===== src/rtl/ast_pkg.sv =====
// ----------------------------------------------------------------------------
// ast_pkg: shared types and constants of the assembly source tokenizer
// Token kinds, lexer modes, the character class record and the token record.
// ----------------------------------------------------------------------------
package ast_pkg;

	localparam logic [2:0] KIND_NAME = 3'd0;
	localparam logic [2:0] KIND_INT  = 3'd1;
	localparam logic [2:0] KIND_REG  = 3'd2;
	localparam logic [2:0] KIND_CHAR = 3'd3;
	localparam logic [2:0] KIND_EOF  = 3'd4;

	localparam logic [7:0] CH_UNDER = 8'h5F;
	localparam logic [7:0] CH_SEMI  = 8'h3B;
	localparam logic [7:0] CH_PCT   = 8'h25;
	localparam logic [7:0] CH_ZERO  = 8'h30;
	localparam logic [7:0] CH_NL    = 8'h0A;
	localparam logic [7:0] CH_DOT   = 8'h2E;

	localparam logic [4:0] BASE_2  = 5'd2;
	localparam logic [4:0] BASE_8  = 5'd8;
	localparam logic [4:0] BASE_10 = 5'd10;
	localparam logic [4:0] BASE_16 = 5'd16;

	typedef enum logic [2:0] {
		S_IDLE,
		S_COMMENT,
		S_NAME,
		S_REG,
		S_ZERO,
		S_NUM,
		S_SKIP
	} scan_mode_t;

	// Classification of one source byte, worked out in the front end.
	typedef struct packed {
		logic       is_space;
		logic       name_lead;
		logic       is_dec;
		logic       is_digit;
		logic [3:0] digit;
		logic       is_hex_mark;
		logic       is_bin_mark;
		logic       is_semi;
		logic       is_pct;
		logic       is_nl;
		logic       is_under;
		logic       is_zero;
	} char_class_t;

	typedef struct packed {
		logic [2:0]  kind;
		logic [7:0]  punct;
		logic [15:0] line;
		logic [15:0] column;
		logic [15:0] length;
		logic [63:0] value;
		logic        digit_err;
		logic        ovf_err;
		logic        last;
	} token_t;

endpackage


===== src/rtl/assembly_source_tokenizer.sv =====
// ----------------------------------------------------------------------------
// assembly_source_tokenizer: streaming lexer for assembly source text
// Turns a byte stream into name, integer, register, character and EOF tokens.
// ----------------------------------------------------------------------------
//  channel  | direction | handshake            | payload
//  ---------+-----------+----------------------+-------------------------------
//  input    | in        | in_valid / in_ready   | char_code, end_of_text
//  output   | out       | out_valid / out_ready | token_kind ... last_of_run
//
// One byte is accepted per cycle while the front queue has room. A byte that
// yields two tokens holds the lexer while the second token goes out, so the
// lexer takes no new byte until that token has left.
// Each token is registered in the output queue before it reaches the port.
// Reset clears the lexer state, the position counters and both queues.
// Either side may stall at any time; the two-beat queues absorb it.
//
// The front end classifies each byte and stamps it with line and column; a
// two-entry queue decouples it from the back end, which runs the lexer state
// machine. A second two-entry queue holds finished tokens for the consumer.
// Integer digits are folded in as shift-and-add with an overflow check on the
// top bits of the widened product.
module assembly_source_tokenizer #(
	parameter int POSITION_BITS = 16,
	parameter int VALUE_BITS    = 64
) (
	input  logic        clk,
	input  logic        arst_n,
	input  logic        in_valid,
	output logic        in_ready,
	input  logic [7:0]  char_code,
	input  logic        end_of_text,
	output logic        out_valid,
	input  logic        out_ready,
	output logic [2:0]  token_kind,
	output logic [7:0]  punct_code,
	output logic [15:0] start_line,
	output logic [15:0] start_column,
	output logic [15:0] token_length,
	output logic [63:0] int_value,
	output logic        digit_range_error,
	output logic        overflow_error,
	output logic        last_of_run
);
	localparam int CLS_BITS = $bits(ast_pkg::char_class_t);
	localparam int MID_BITS = CLS_BITS + 9 + 2 * POSITION_BITS;
	localparam int TOK_BITS = $bits(ast_pkg::token_t);

	ast_pkg::char_class_t     f_cls, b_cls;
	logic [POSITION_BITS-1:0] f_line, f_col, b_line, b_col;
	logic [MID_BITS-1:0]      mid_in, mid_out;
	logic                     mid_valid, mid_ready;
	logic [7:0]               b_char;
	logic                     b_eot;
	logic                     tok_valid, tok_ready;
	ast_pkg::token_t          tok, out_tok;
	logic [TOK_BITS-1:0]      out_bits;

	ast_front #(.POSITION_BITS(POSITION_BITS)) u_front (
		.clk        (clk),
		.arst_n     (arst_n),
		.accept     (in_valid && in_ready),
		.char_code  (char_code),
		.end_of_text(end_of_text),
		.cls        (f_cls),
		.line       (f_line),
		.column     (f_col)
	);

	assign mid_in = {f_cls, char_code, end_of_text, f_line, f_col};

	ast_fifo #(.WIDTH(MID_BITS), .DEPTH(2)) u_mid_q (
		.clk      (clk),
		.arst_n   (arst_n),
		.in_valid (in_valid),
		.in_ready (in_ready),
		.in_data  (mid_in),
		.out_valid(mid_valid),
		.out_ready(mid_ready),
		.out_data (mid_out)
	);

	assign {b_cls, b_char, b_eot, b_line, b_col} = mid_out;

	ast_back #(.POSITION_BITS(POSITION_BITS), .VALUE_BITS(VALUE_BITS)) u_back (
		.clk        (clk),
		.arst_n     (arst_n),
		.in_valid   (mid_valid),
		.in_ready   (mid_ready),
		.cls        (b_cls),
		.char_code  (b_char),
		.end_of_text(b_eot),
		.line       (b_line),
		.column     (b_col),
		.tok_valid  (tok_valid),
		.tok_ready  (tok_ready),
		.tok        (tok)
	);

	ast_fifo #(.WIDTH(TOK_BITS), .DEPTH(2)) u_out_q (
		.clk      (clk),
		.arst_n   (arst_n),
		.in_valid (tok_valid),
		.in_ready (tok_ready),
		.in_data  (tok),
		.out_valid(out_valid),
		.out_ready(out_ready),
		.out_data (out_bits)
	);

	assign out_tok           = out_bits;
	assign token_kind        = out_tok.kind;
	assign punct_code        = out_tok.punct;
	assign start_line        = out_tok.line;
	assign start_column      = out_tok.column;
	assign token_length      = out_tok.length;
	assign int_value         = out_tok.value;
	assign digit_range_error = out_tok.digit_err;
	assign overflow_error    = out_tok.ovf_err;
	assign last_of_run       = out_tok.last;
endmodule


===== src/rtl/ast_fifo.sv =====
// ----------------------------------------------------------------------------
// ast_fifo: small register queue with valid/ready on both sides
// Used between the front and back ends and as the result buffer.
// ----------------------------------------------------------------------------
module ast_fifo #(
	parameter int WIDTH = 8,
	parameter int DEPTH = 2
) (
	input  logic             clk,
	input  logic             arst_n,
	input  logic             in_valid,
	output logic             in_ready,
	input  logic [WIDTH-1:0] in_data,
	output logic             out_valid,
	input  logic             out_ready,
	output logic [WIDTH-1:0] out_data
);
	localparam int AW = (DEPTH > 1) ? $clog2(DEPTH) : 1;
	localparam int CW = $clog2(DEPTH + 1);

	logic [WIDTH-1:0] mem_q [DEPTH];
	logic [AW-1:0]    wr_ptr_q, rd_ptr_q;
	logic [CW-1:0]    count_q;
	logic             push, pop;

	assign in_ready  = (count_q != CW'(DEPTH));
	assign out_valid = (count_q != '0);
	assign out_data  = mem_q[rd_ptr_q];
	assign push      = in_valid && in_ready;
	assign pop       = out_valid && out_ready;

	always_ff @(posedge clk) begin
		if (push) begin
			mem_q[wr_ptr_q] <= in_data;
		end
	end

	always_ff @(posedge clk or negedge arst_n) begin
		if (!arst_n) begin
			wr_ptr_q <= '0;
			rd_ptr_q <= '0;
			count_q  <= '0;
		end else begin
			if (push) begin
				wr_ptr_q <= (wr_ptr_q == AW'(DEPTH - 1)) ? '0 : wr_ptr_q + 1'b1;
			end
			if (pop) begin
				rd_ptr_q <= (rd_ptr_q == AW'(DEPTH - 1)) ? '0 : rd_ptr_q + 1'b1;
			end
			if (push && !pop) begin
				count_q <= count_q + 1'b1;
			end else if (pop && !push) begin
				count_q <= count_q - 1'b1;
			end
		end
	end
endmodule


===== src/rtl/ast_front.sv =====
// ----------------------------------------------------------------------------
// ast_front: character classifier and position tracker
// Tags each accepted byte with its class and its line and column.
// ----------------------------------------------------------------------------
module ast_front #(
	parameter int POSITION_BITS = 16
) (
	input  logic                     clk,
	input  logic                     arst_n,
	input  logic                     accept,
	input  logic [7:0]               char_code,
	input  logic                     end_of_text,
	output ast_pkg::char_class_t     cls,
	output logic [POSITION_BITS-1:0] line,
	output logic [POSITION_BITS-1:0] column
);
	localparam logic [POSITION_BITS-1:0] POS_MAX = '1;

	logic [POSITION_BITS-1:0] line_q, col_q;
	logic                     alpha, lo_hex, up_hex;

	always_comb begin
		alpha  = (char_code >= 8'h61 && char_code <= 8'h7A) ||
		         (char_code >= 8'h41 && char_code <= 8'h5A);
		lo_hex = (char_code >= 8'h61 && char_code <= 8'h66);
		up_hex = (char_code >= 8'h41 && char_code <= 8'h46);
		cls.is_space      = (char_code == 8'h20) || (char_code >= 8'h09 && char_code <= 8'h0D);
		cls.name_lead     = alpha || (char_code == ast_pkg::CH_UNDER) ||
		                    (char_code == ast_pkg::CH_DOT);
		cls.is_dec        = (char_code >= 8'h30 && char_code <= 8'h39);
		cls.is_digit      = cls.is_dec || lo_hex || up_hex;
		if (cls.is_dec) begin
			cls.digit = 4'(char_code - 8'h30);
		end else if (lo_hex) begin
			cls.digit = 4'(char_code - 8'h57);
		end else if (up_hex) begin
			cls.digit = 4'(char_code - 8'h37);
		end else begin
			cls.digit = 4'd0;
		end
		cls.is_hex_mark = (char_code == 8'h78) || (char_code == 8'h58);
		cls.is_bin_mark = (char_code == 8'h62) || (char_code == 8'h42);
		cls.is_semi     = (char_code == ast_pkg::CH_SEMI);
		cls.is_pct      = (char_code == ast_pkg::CH_PCT);
		cls.is_nl       = (char_code == ast_pkg::CH_NL);
		cls.is_under    = (char_code == ast_pkg::CH_UNDER);
		cls.is_zero     = (char_code == ast_pkg::CH_ZERO);
	end

	assign line   = line_q;
	assign column = (col_q == POS_MAX) ? POS_MAX : col_q + 1'b1;

	always_ff @(posedge clk or negedge arst_n) begin
		if (!arst_n) begin
			line_q <= POSITION_BITS'(1);
			col_q  <= '0;
		end else if (accept && !end_of_text) begin
			if (cls.is_nl) begin
				line_q <= (line_q == POS_MAX) ? POS_MAX : line_q + 1'b1;
				col_q  <= '0;
			end else begin
				col_q <= column;
			end
		end
	end
endmodule


===== src/rtl/ast_back.sv =====
// ----------------------------------------------------------------------------
// ast_back: lexer state machine
// Consumes classified bytes and produces up to two tokens per byte.
// ----------------------------------------------------------------------------
module ast_back #(
	parameter int POSITION_BITS = 16,
	parameter int VALUE_BITS    = 64
) (
	input  logic                     clk,
	input  logic                     arst_n,
	input  logic                     in_valid,
	output logic                     in_ready,
	input  ast_pkg::char_class_t     cls,
	input  logic [7:0]               char_code,
	input  logic                     end_of_text,
	input  logic [POSITION_BITS-1:0] line,
	input  logic [POSITION_BITS-1:0] column,
	output logic                     tok_valid,
	input  logic                     tok_ready,
	output ast_pkg::token_t          tok
);
	localparam logic [POSITION_BITS-1:0] POS_MAX = '1;

	ast_pkg::scan_mode_t      mode_q, mode_d;
	logic [4:0]               base_q, base_d;
	logic [VALUE_BITS-1:0]    acc_q, acc_d;
	logic [POSITION_BITS-1:0] sl_q, sl_d, sc_q, sc_d, cnt_q, cnt_d;
	logic [1:0]               err_q, err_d;
	logic                     pend_q;
	ast_pkg::token_t          pend_tok_q;

	ast_pkg::token_t          t0, t1, flush_tok;
	logic [1:0]               ntok;
	logic                     go, flush_any, take;
	logic [3:0]               dig;
	logic [VALUE_BITS+3:0]    prod;

	always_comb begin
		mode_d = mode_q;
		base_d = base_q;
		acc_d  = acc_q;
		sl_d   = sl_q;
		sc_d   = sc_q;
		cnt_d  = cnt_q;
		err_d  = err_q;
		t0     = '0;
		t1     = '0;
		ntok   = 2'd0;
		go     = 1'b1;
		dig    = cls.digit;
		prod   = '0;

		// Pending token as it stands on entry. The skip-mode flush, which can follow an
		// overflow in the same byte, takes a zero value and the updated error flags.
		flush_tok        = '0;
		flush_any        = 1'b1;
		flush_tok.line   = 16'(sl_q);
		flush_tok.column = 16'(sc_q);
		flush_tok.length = 16'(cnt_q);
		case (mode_q)
			ast_pkg::S_NAME: flush_tok.kind = ast_pkg::KIND_NAME;
			ast_pkg::S_REG:  flush_tok.kind = ast_pkg::KIND_REG;
			ast_pkg::S_ZERO, ast_pkg::S_NUM, ast_pkg::S_SKIP: begin
				flush_tok.kind      = ast_pkg::KIND_INT;
				flush_tok.value     = 64'(acc_q);
				flush_tok.digit_err = err_q[0];
				flush_tok.ovf_err   = err_q[1];
			end
			default: flush_any = 1'b0;
		endcase

		if (end_of_text) begin
			if (flush_any) begin
				t0   = flush_tok;
				ntok = 2'd1;
			end
			mode_d = ast_pkg::S_IDLE;
			acc_d  = '0;
			base_d = ast_pkg::BASE_10;
			err_d  = '0;
			if (flush_any) begin
				t1.kind   = ast_pkg::KIND_EOF;
				t1.line   = 16'(line);
				t1.column = 16'(column);
				ntok      = 2'd2;
			end else begin
				t0.kind   = ast_pkg::KIND_EOF;
				t0.line   = 16'(line);
				t0.column = 16'(column);
				ntok      = 2'd1;
			end
		end else begin
			if (mode_d == ast_pkg::S_COMMENT) begin
				if (cls.is_nl) begin
					mode_d = ast_pkg::S_IDLE;
				end
				go = 1'b0;
			end
			if (go && mode_d == ast_pkg::S_ZERO) begin
				if (cls.is_hex_mark || cls.is_bin_mark) begin
					base_d = cls.is_hex_mark ? ast_pkg::BASE_16 : ast_pkg::BASE_2;
					mode_d = ast_pkg::S_NUM;
					cnt_d  = (cnt_d == POS_MAX) ? POS_MAX : cnt_d + 1'b1;
					go     = 1'b0;
				end else begin
					base_d = ast_pkg::BASE_8;
					mode_d = ast_pkg::S_NUM;
				end
			end
			if (go && mode_d == ast_pkg::S_NUM) begin
				if (cls.is_under) begin
					cnt_d = (cnt_d == POS_MAX) ? POS_MAX : cnt_d + 1'b1;
					go    = 1'b0;
				end else if (!cls.is_digit) begin
					t0     = flush_tok;
					ntok   = 2'd1;
					mode_d = ast_pkg::S_IDLE;
				end else begin
					if (5'(dig) >= base_d) begin
						err_d[0] = 1'b1;
						dig      = 4'd0;
					end
					// Base times value as shifts, with one add for base ten.
					case (base_d)
						ast_pkg::BASE_2:  prod = {3'b0, acc_d, 1'b0};
						ast_pkg::BASE_8:  prod = {1'b0, acc_d, 3'b0};
						ast_pkg::BASE_16: prod = {acc_d, 4'b0};
						default:          prod = {1'b0, acc_d, 3'b0} + {3'b0, acc_d, 1'b0};
					endcase
					prod = prod + (VALUE_BITS + 4)'(dig);
					if (prod[VALUE_BITS+3:VALUE_BITS] != 4'd0) begin
						err_d[1] = 1'b1;
						acc_d    = '0;
						mode_d   = ast_pkg::S_SKIP;
					end else begin
						acc_d = prod[VALUE_BITS-1:0];
						cnt_d = (cnt_d == POS_MAX) ? POS_MAX : cnt_d + 1'b1;
						go    = 1'b0;
					end
				end
			end
			if (go && mode_d == ast_pkg::S_SKIP) begin
				if (cls.is_dec) begin
					cnt_d = (cnt_d == POS_MAX) ? POS_MAX : cnt_d + 1'b1;
					go    = 1'b0;
				end else begin
					t0           = flush_tok;
					t0.value     = '0;
					t0.digit_err = err_d[0];
					t0.ovf_err   = err_d[1];
					ntok         = 2'd1;
					mode_d       = ast_pkg::S_IDLE;
				end
			end
			if (go && (mode_d == ast_pkg::S_NAME || mode_d == ast_pkg::S_REG)) begin
				if (cls.name_lead || cls.is_dec) begin
					cnt_d = (cnt_d == POS_MAX) ? POS_MAX : cnt_d + 1'b1;
					go    = 1'b0;
				end else begin
					t0     = flush_tok;
					ntok   = 2'd1;
					mode_d = ast_pkg::S_IDLE;
				end
			end
			if (go) begin
				if (mode_q != ast_pkg::S_IDLE) begin
					acc_d  = '0;
					base_d = ast_pkg::BASE_10;
					err_d  = '0;
				end
				mode_d = ast_pkg::S_IDLE;
				if (cls.is_space) begin
					mode_d = ast_pkg::S_IDLE;
				end else if (cls.is_semi) begin
					mode_d = ast_pkg::S_COMMENT;
				end else if (cls.name_lead || cls.is_pct || cls.is_dec) begin
					if (cls.name_lead) begin
						mode_d = ast_pkg::S_NAME;
					end else if (cls.is_pct) begin
						mode_d = ast_pkg::S_REG;
					end else if (cls.is_zero) begin
						mode_d = ast_pkg::S_ZERO;
					end else begin
						mode_d = ast_pkg::S_NUM;
					end
					sl_d   = line;
					sc_d   = column;
					cnt_d  = POSITION_BITS'(1);
					base_d = ast_pkg::BASE_10;
					err_d  = '0;
					acc_d  = cls.is_dec ? VALUE_BITS'(cls.digit) : '0;
				end else begin
					if (ntok == 2'd0) begin
						t0.kind   = ast_pkg::KIND_CHAR;
						t0.punct  = char_code;
						t0.line   = 16'(line);
						t0.column = 16'(column);
						t0.length = 16'd1;
						ntok      = 2'd1;
					end else begin
						t1.kind   = ast_pkg::KIND_CHAR;
						t1.punct  = char_code;
						t1.line   = 16'(line);
						t1.column = 16'(column);
						t1.length = 16'd1;
						ntok      = 2'd2;
					end
				end
			end
		end
		if (ntok == 2'd1) begin
			t0.last = 1'b1;
		end else if (ntok == 2'd2) begin
			t1.last = 1'b1;
		end
	end

	// A byte is taken when no second token waits and the result side has room.
	assign in_ready  = !pend_q && tok_ready;
	assign take      = in_valid && in_ready;
	assign tok_valid = pend_q || (take && ntok != 2'd0);
	assign tok       = pend_q ? pend_tok_q : t0;

	always_ff @(posedge clk) begin
		if (take && ntok == 2'd2) begin
			pend_tok_q <= t1;
		end
	end

	always_ff @(posedge clk or negedge arst_n) begin
		if (!arst_n) begin
			mode_q <= ast_pkg::S_IDLE;
			err_q  <= '0;
			pend_q <= 1'b0;
			base_q <= ast_pkg::BASE_10;
			acc_q  <= '0;
			sl_q   <= '0;
			sc_q   <= '0;
			cnt_q  <= '0;
		end else begin
			if (take) begin
				mode_q <= mode_d;
				err_q  <= err_d;
				base_q <= base_d;
				acc_q  <= acc_d;
				sl_q   <= sl_d;
				sc_q   <= sc_d;
				cnt_q  <= cnt_d;
			end
			if (pend_q && tok_ready) begin
				pend_q <= 1'b0;
			end else if (take && ntok == 2'd2) begin
				pend_q <= 1'b1;
			end
		end
	end
endmodule


===== config.mk =====
export PLATFORM = sky130hd
export DESIGN_NAME = assembly_source_tokenizer
export DESIGN_NICKNAME = d
export VERILOG_FILES = /design/src/rtl/ast_pkg.sv /design/src/rtl/assembly_source_tokenizer.sv /design/src/rtl/ast_fifo.sv /design/src/rtl/ast_front.sv /design/src/rtl/ast_back.sv
export SDC_FILE = /design/constraint.sdc
export NUM_CORES = 1
export LEC_CHECK = 0
export BUFFER_PORTS_ARGS = -buffer_cell sky130_fd_sc_hd__buf_4
export CELL_PAD_IN_SITES_DETAIL_PLACEMENT = 1
export CELL_PAD_IN_SITES_GLOBAL_PLACEMENT = 1
export CORE_MARGIN = 2
export CORE_UTILIZATION = 45
export CTS_CLUSTER_DIAMETER = 60
export DETAILED_ROUTE_END_ITERATION = 10
export PLACE_DENSITY = 0.88
export SLEW_MARGIN = 20
export SYNTH_ARGS = -nofsm -noshare
export SYNTH_HDL_FRONTEND = slang
export SYNTH_SLANG_ARGS = --single-unit

===== constraint.sdc =====
create_clock -name clk -period 12.45 [get_ports clk]
set_clock_uncertainty 0.05 [all_clocks]
set_input_delay 0.6225 -clock clk [delete_from_list [all_inputs] [get_ports clk]]
set_output_delay 0.6225 -clock clk [all_outputs]
set_load 0.01 [all_outputs]

==> metrics, run 1 <==
status complete, no violations; clock share of power 0.254; H-Tree Depth 3; Hold Path Class in2reg; fmax 97.7 MHz; critical path buffer and inverter count 3; syn_nets 3514; Final Hold Viols 0; worst vdd ir 0.158 mV; max_slew headroom 0.268; Reg power frac 0.385; Clock Tree Root clkbuf_16; fin crit period 10.24 ns; Mapped Area 34300 um^2; Core Area 75700 um^2; Synth Area in Adders 0.0307; final WL 121 mm; sequential fraction of the synthesis area 0.477; slowest stage cell, crit path nor2b_4; GRT Util Overall 0.303; Sw Share 0.372; synthesized area per cell 10.0 um^2; Post-synth EDFFs 408; reg2reg setup slack 2.21 ns; CP Capture Type register; Max Slew Vio Count 0; # fillers 8237; First DRT Iteration DRCs 3104; Initial Util 0.453; P_leak 14.5 nW; ANT nets after route 0; CP most frequent cell a21oi_1; Pwr Total 8.34 mW; vias per cell 6.63; Crit Path Class reg2reg; detailed-route via count 29900; FFs w/ async S/R, synth 0.285; DRC 0; later-pin clock latency in the skew report 0.66 ns; Pre-Repair DR Iteration Count 7; CTS tree built; GR Overflow Total 0; Longest Clk Path Bufs 3; area grow syn2layout 12.7%; die area 78400 um^2; crit-path max cell delay 0.72 ns; Data required, critical path 12.64 ns; Synth Area in Compound Gates 0.184; Crit path max-delay family simple AND/OR/NAND/NOR gates; Power Internal 5.23 mW; initial antenna violation count 1; clock transition at the registers of the reported paths 0.06 ns; origin of the worst setup path u_back.mode_q[2]$_DFFE_PN0P_; fin crit share 0.823; number of CTS-inserted buffers 68; CP startpoint kind register; Final Net Count 3571; WP depth 31; power per standard cell area 216 nW/um^2; RR Startpoint u_back.mode_q[2]$_DFFE_PN0P_; mux contribution to synthesized area 0.0669; synthesis-stage register bit count 571; PortBufs 140; largest net degree at the start of global routing 98; final setup TNS 0 ns; worst r2r dst u_out_q.mem_q[0][52]$_DFFE_PP_; Gate power share 0.361; number of clock sinks 571; crit-path max FO 33; layout cells sized above 1 0.139; Psw 3.10 mW; Antenna diodes 0; Post-synth top flop edfxtp_1; Yosys cell types 108; unrepaired setup endpoints after global routing false; row count 101; first-pass GRT wire length 185 mm; floorplan die height 280 um; WP data arrival 10.43 ns; R2R depth 31; GPL Wtd Cong 0.990; # setup viols final 0; xor and xnor fraction of the mapped netlist area 0.0330; simple-gate share of the synthesized area 0.177; Die W 280 um; Avg WL per Cell 26.8 um; HPWL Detailed 82.2 mm; cells after synthesis 3418; yosys warns 0; io pins 141; largest family of logic cells by synthesized area compound AO/OA/AOI/OAI gates; max-capacitance violation count 0; Worst-Margin Slew 1.07 ns; CP endpoint u_out_q.mem_q[0][52]$_DFFE_PP_; vias in the first global route 31100
==> worst min-delay path by stage <==
stage | slack [ns] | endpoint | cells after the start | from
2_1_floorplan | 0.28 | u_back.acc_q[0]$_DFFE_PN0P_ | 0 | arst_n
3_5_place_dp | 0.43 | u_out_q.count_q[1]$_DFFE_PN0P_ | 1 | u_out_q.count_q[1]$_DFFE_PN0P_
3_3_place_gp | 0.42 | u_out_q.count_q[1]$_DFFE_PN0P_ | 1 | u_out_q.count_q[1]$_DFFE_PN0P_
6_report | 0.13 | u_mid_q.mem_q[0][39]$_DFFE_PP_ | 1 | char_code[6]
5_1_grt | 0.14 | u_mid_q.mem_q[0][32]$_DFFE_PP_ | 1 | end_of_text
4_1_cts | 0.11 | u_back.sl_q[10]$_DFFE_PN0P_ | 1 | arst_n
==> worst register-to-register path, delay by kind of cell (launching register included) <==
kind,cells,cell delay [ns]
and+or+nand+nor,11,4.15
muxes,1,0.32
AOI/OAI and AO/OA,13,2.90
buffers and inverters,3,1.03
DFF,1,0.65
adders and majority gates,3,0.72
==> layout make-up <==
type | instances | area, um^2 | share of cell area
Sequential cell | 571 | 16300 | 0.423
Tap cell | 978 | 1220 | 0.0317
Timing Repair Buffer | 176 | 1370 | 0.0356
Clock buffer | 95 | 1930 | 0.0499
Clock inverter | 30 | 482 | 0.0125
Inverter | 83 | 312 | 0.00807
Multi-Input combinational cell | 2575 | 16900 | 0.439
==> layer usage <==
layer,GRT usage,vias to the layer above,part of all wire
li1,-,13100,-
met1,0.375,15000,0.40
met2,0.518,1389,0.49
met3,0.0485,365,0.070
met4,0.142,2,0.048
met5,0,-,0.00012
==> synth_stat cells (30+ instances only) <==
| master | n | area [um^2] |
|---|---|---|
| a211oi_1 | 71 | 533 |
| a21o_1 | 32 | 240 |
| a21oi_1 | 269 | 1350 |
| a22o_1 | 44 | 385 |
| a22oi_1 | 32 | 240 |
| and2_1 | 91 | 569 |
| and3_1 | 58 | 363 |
| clkbuf_1 | 145 | 544 |
| dfrtp_1 | 160 | 4000 |
| edfxtp_1 | 408 | 12300 |
| ha_1 | 81 | 1010 |
| inv_1 | 82 | 308 |
| mux2_2 | 139 | 1570 |
| mux2i_1 | 70 | 701 |
| nand2_1 | 326 | 1220 |
| nand3_1 | 77 | 385 |
| nand4_1 | 75 | 469 |
| nor2_1 | 297 | 1110 |
| nor3_1 | 83 | 415 |
| nor4_1 | 30 | 188 |
| o211ai_1 | 30 | 225 |
| o21a_1 | 36 | 270 |
| o21ai_0 | 162 | 811 |
| xnor2_1 | 75 | 657 |
| xor2_1 | 54 | 473 |
==> power by group through the flow <==
stage,registers [mW],clock network (mW),logic [mW]
after floorplan,3.11,0,1.77
after global placement,3.13,0,2.82
after detailed placement,3.21,0,2.94
after CTS,3.20,2.15,3.02
after global routing,3.26,2.21,3.21
final,3.21,2.12,3.01
==> metrics by stage <==
stage,hold slack [ns],utilization,setup slack [ns],instances,cell area (um^2)
2_1_floorplan,0.277,-,1.25,3418,34300
3_3_place_gp,0.422,0.478,3.23,4381,36200
3_5_place_dp,0.435,0.478,2.78,4381,36200
4_1_cts,0.113,0.509,2.44,4506,38600
5_1_grt,0.142,0.510,1.65,4508,38600
6_report,0.132,0.510,2.21,4508,38600
==> sequential cells by signal (all words and copies together), names as in the netlist <==
signal / flops
u_out_q.rd_ptr_q: 1
u_back.base_q: 5
u_mid_q.rd_ptr_q: 1
u_back.acc_q: 64
u_front.col_q: 16
u_back.sc_q: 16
u_mid_q.count_q: 2
u_back.sl_q: 16
u_back.pend_tok_q: 44
u_back.pend_q: 1
u_out_q.mem_q: 252
u_mid_q.mem_q: 112
u_out_q.count_q: 2
u_out_q.wr_ptr_q: 1
u_back.mode_q: 3
u_mid_q.wr_ptr_q: 1
u_back.err_q: 2
u_front.line: 16
u_back.cnt_q: 16
==> cells by family (layout without fill, tap and decap cells) <==
kind of cell	Yosys count	in the layout
and+or+nand+nor	1212	1212
AOI/OAI and AO/OA	940	940
DFF	571	571
buffers and inverters	272	384
muxes	211	211
xor gates and xnor gates	129	129
adders and majority gates	83	83
==> layout by cell type, fill, tap and decap left out, types with 15 or more instances in the layout <==
cell and instances:
a211oi_1 71, a21o_1 32, a21oi_1 268, a222oi_1 29
a22o_1 44, a22oi_1 32, a31oi_1 24, and2_1 89
and3_1 57, and4_1 23, buf_4 171, clkbuf_1 17
clkbuf_16 70, dfrtp_1 157, edfxtp_1 408, ha_1 81
inv_1 82, mux2_2 139, mux2i_1 70, nand2_1 326
nand2b_1 22, nand3_1 77, nand4_1 75, nor2_1 292
nor3_1 81, nor4_1 30, o211ai_1 30, o21a_1 36
o21ai_0 162, o31ai_1 23, or2_2 15, or3_1 29
or4_1 16, xnor2_1 75, xor2_1 54
==> repair_timing <==
action	CTS	global route
endpoints found under the hold margin	0	47
hold buffers	0	1
setup endpoints to repair	0	0
setup buffers	0	0
gates resized for setup	0	0
Note: power is estimated with default switching activity, not from simulation.
==> run 2, diff against run 1 <==
==> constraint.sdc (replaced) <==
create_clock -name clk -period 8.65 [get_ports clk]
set_clock_uncertainty 0.05 [all_clocks]
set_input_delay 0.4325 -clock clk [delete_from_list [all_inputs] [get_ports clk]]
set_output_delay 0.4325 -clock clk [all_outputs]
set_load 0.01 [all_outputs]
==> run 2 against run 1 <==
First-iteration DRC count decreased by 0.13%. Critical path depth shrank 6. Cell area is 2.0% higher. Sequential cell count unchanged. Global-route usage increased by 0.72 points. Critical path type unchanged. Critical endpoint is now u_out_q.mem_q[0][101]$_DFFE_PP_. Largest cell class unchanged. Largest power group unchanged.
==> metrics, run 2 (synthesis gave the netlist of run 1 again) <==
# setup viols final 0 (unchanged); max_slew headroom 0.227 (-0.0410); final cell count without fillers 4592 (+1.9%); critical path buffer and inverter count 4 (+1); Die W 280 um (unchanged); final worst-path setup slack 0.354 ns (-1.86 ns); Place WS 0.214 ns (-2.56 ns); row count 101 (unchanged); layout cells sized above 1 0.165 (+0.0255); commonest cells after routing, fill and taps aside edfxtp_1, nand2_1, nor2_1; H-Tree Depth 3 (unchanged); number of CTS-inserted buffers 66 (-2.9%); post-route cell area 39400 um^2 (+2.0%); Crit Path Class reg2reg; WP data arrival 8.58 ns (-1.85 ns); largest net degree at the start of global routing 96 (-2.0%); fin crit share 0.959 (+0.137); CP Capture Type register; dpl cell area 36900 um^2 (+2.1%); power per standard cell area 307 nW/um^2 (+42%); Longest Clk Path Bufs 3 (unchanged); first-pass GRT wire length 190 mm (+2.3%); Final Net Count 3657 (+2.4%); initial antenna violation count 0 (-1); Core Area 75700 um^2 (unchanged); clock transition at the registers of the reported paths 0.06 ns (about the same); Regs by FF count u_out_q.mem_q (252), u_mid_q.mem_q (112), u_back.acc_q (64); Pre-Repair DR Iteration Count 9 (+2); Worst-Margin Slew 1.14 ns (+0.0736 ns); Crit path max-delay family compound AO/OA/AOI/OAI gates; CTS tree built; GRT Util Overall 0.310 (+0.00719); CP startpoint kind register; crit-path max FO 24 (-27%); area grow syn2layout 14.9%; Clock Tree Root clkbuf_16; HPWL Detailed 86.1 mm (+4.8%); vias in the first global route 31800 (+2.4%); slowest stage cell, crit path o21bai_1; worst vdd ir 0.285 mV (+81%); io pins 141 (unchanged); DRC 0 (unchanged); final WL 124 mm (+2.3%); max-capacitance violation count 0 (unchanged); fin crit period 8.30 ns (-1.94 ns); Max Slew Vio Count 0 (unchanged); later-pin clock latency in the skew report 0.65 ns (about the same); Initial Util 0.453 (unchanged); die area 78400 um^2 (unchanged); crit-path max cell delay 0.71 ns (about the same); Data required, critical path 8.94 ns (-3.70 ns); First DRT Iteration DRCs 3100 (-0.13%); vias per cell 6.63 (about the same); detailed-route via count 30400 (+1.9%); max reg flops 252 (unchanged); fmax 121 MHz (+23%); P_leak 14.9 nW (+2.8%); Avg WL per Cell 26.9 um (+0.43%); number of clock sinks 571 (unchanged); Antenna diodes 0 (unchanged); Final Hold Viols 0 (unchanged); floorplan die height 280 um (unchanged); ANT nets after route 0 (unchanged); GR Overflow Total 0 (unchanged); Placed Cells 4463 (+1.9%); largest register by flop count u_out_q.mem_q; commonest non-fill, non-tap cell in the layout edfxtp_1; PortBufs 140 (unchanged); Hold Path Class in2reg; GPL Wtd Cong 1.04 (+5.6%); status complete, no violations
==> run 2: where the power goes <==
part           switching, mW  internal (mW)
Sequential             0.467           4.17
Clock                   1.26           1.63
Combinational           2.82           1.73
Total                   4.54           7.52
==> run 2: layer usage <==
| metal | global-route usage | wire (um) | vias up |
|---|---|---|---|
| met3 | 0.0406 | 8820 | 378 |
| met1 | 0.392 | 48900 | 15300 |
| met4 | 0.144 | 5950 | 0 |
| met5 | 0 | 0 | - |
| li1 | - | - | 13300 |
| met2 | 0.528 | 60100 | 1536 |
==> run 2: repair_timing <==
item                                    CTS  global route
hold buffers                              6             0
endpoints found under the hold margin    85             0
pin swaps                                 0             2
endpoints found under the setup margin    1           221
buffers inserted                          0             2
gates resized for setup                   1            25
==> run 2: area by class of cell <==
cell class,instances,area (um^2)
clock buffer,83,1760
clock inverter,38,482
fill,8209,36300
inverter,83,312
multi-input combinational,2575,17100
sequential,571,16300
tap,978,1220
timing repair buffer,264,2140
==> run 2: path summary, 6_finish.rpt <==
check,cells after the start,to,slack [ns],from
worst min-delay path,1,u_mid_q.mem_q[0][34]$_DFFE_PP_,0.02,char_code[1]
worst max-delay path,25,u_out_q.mem_q[0][101]$_DFFE_PP_,0.35,u_back.acc_q[22]$_DFFE_PN0P_
worst max register to register,25,u_out_q.mem_q[0][101]$_DFFE_PP_,0.35,u_back.acc_q[22]$_DFFE_PN0P_
worst min register to register,0,u_mid_q.mem_q[0][26]$_DFFE_PP_,0.47,u_front.line[10]$_DFFE_PN0P_
max in group asynchronous,3,u_back.acc_q[26]$_DFFE_PN0P_,6.84,arst_n
min in group asynchronous,2,u_back.sl_q[10]$_DFFE_PN0P_,0.36,arst_n
==> run 2: metrics by stage <==
stage               total power, mW  hold WS, ns  TNS [ns]  utilization
detailed placement             9.05        0.428         0        0.488
global route                   12.5       0.0134   -0.0143        0.520
global placement               8.73        0.418         0        0.488
CTS                            12.1      0.00340         0        0.518
floorplan                      7.03       0.0869         0            -
finish                         12.1       0.0181         0        0.520
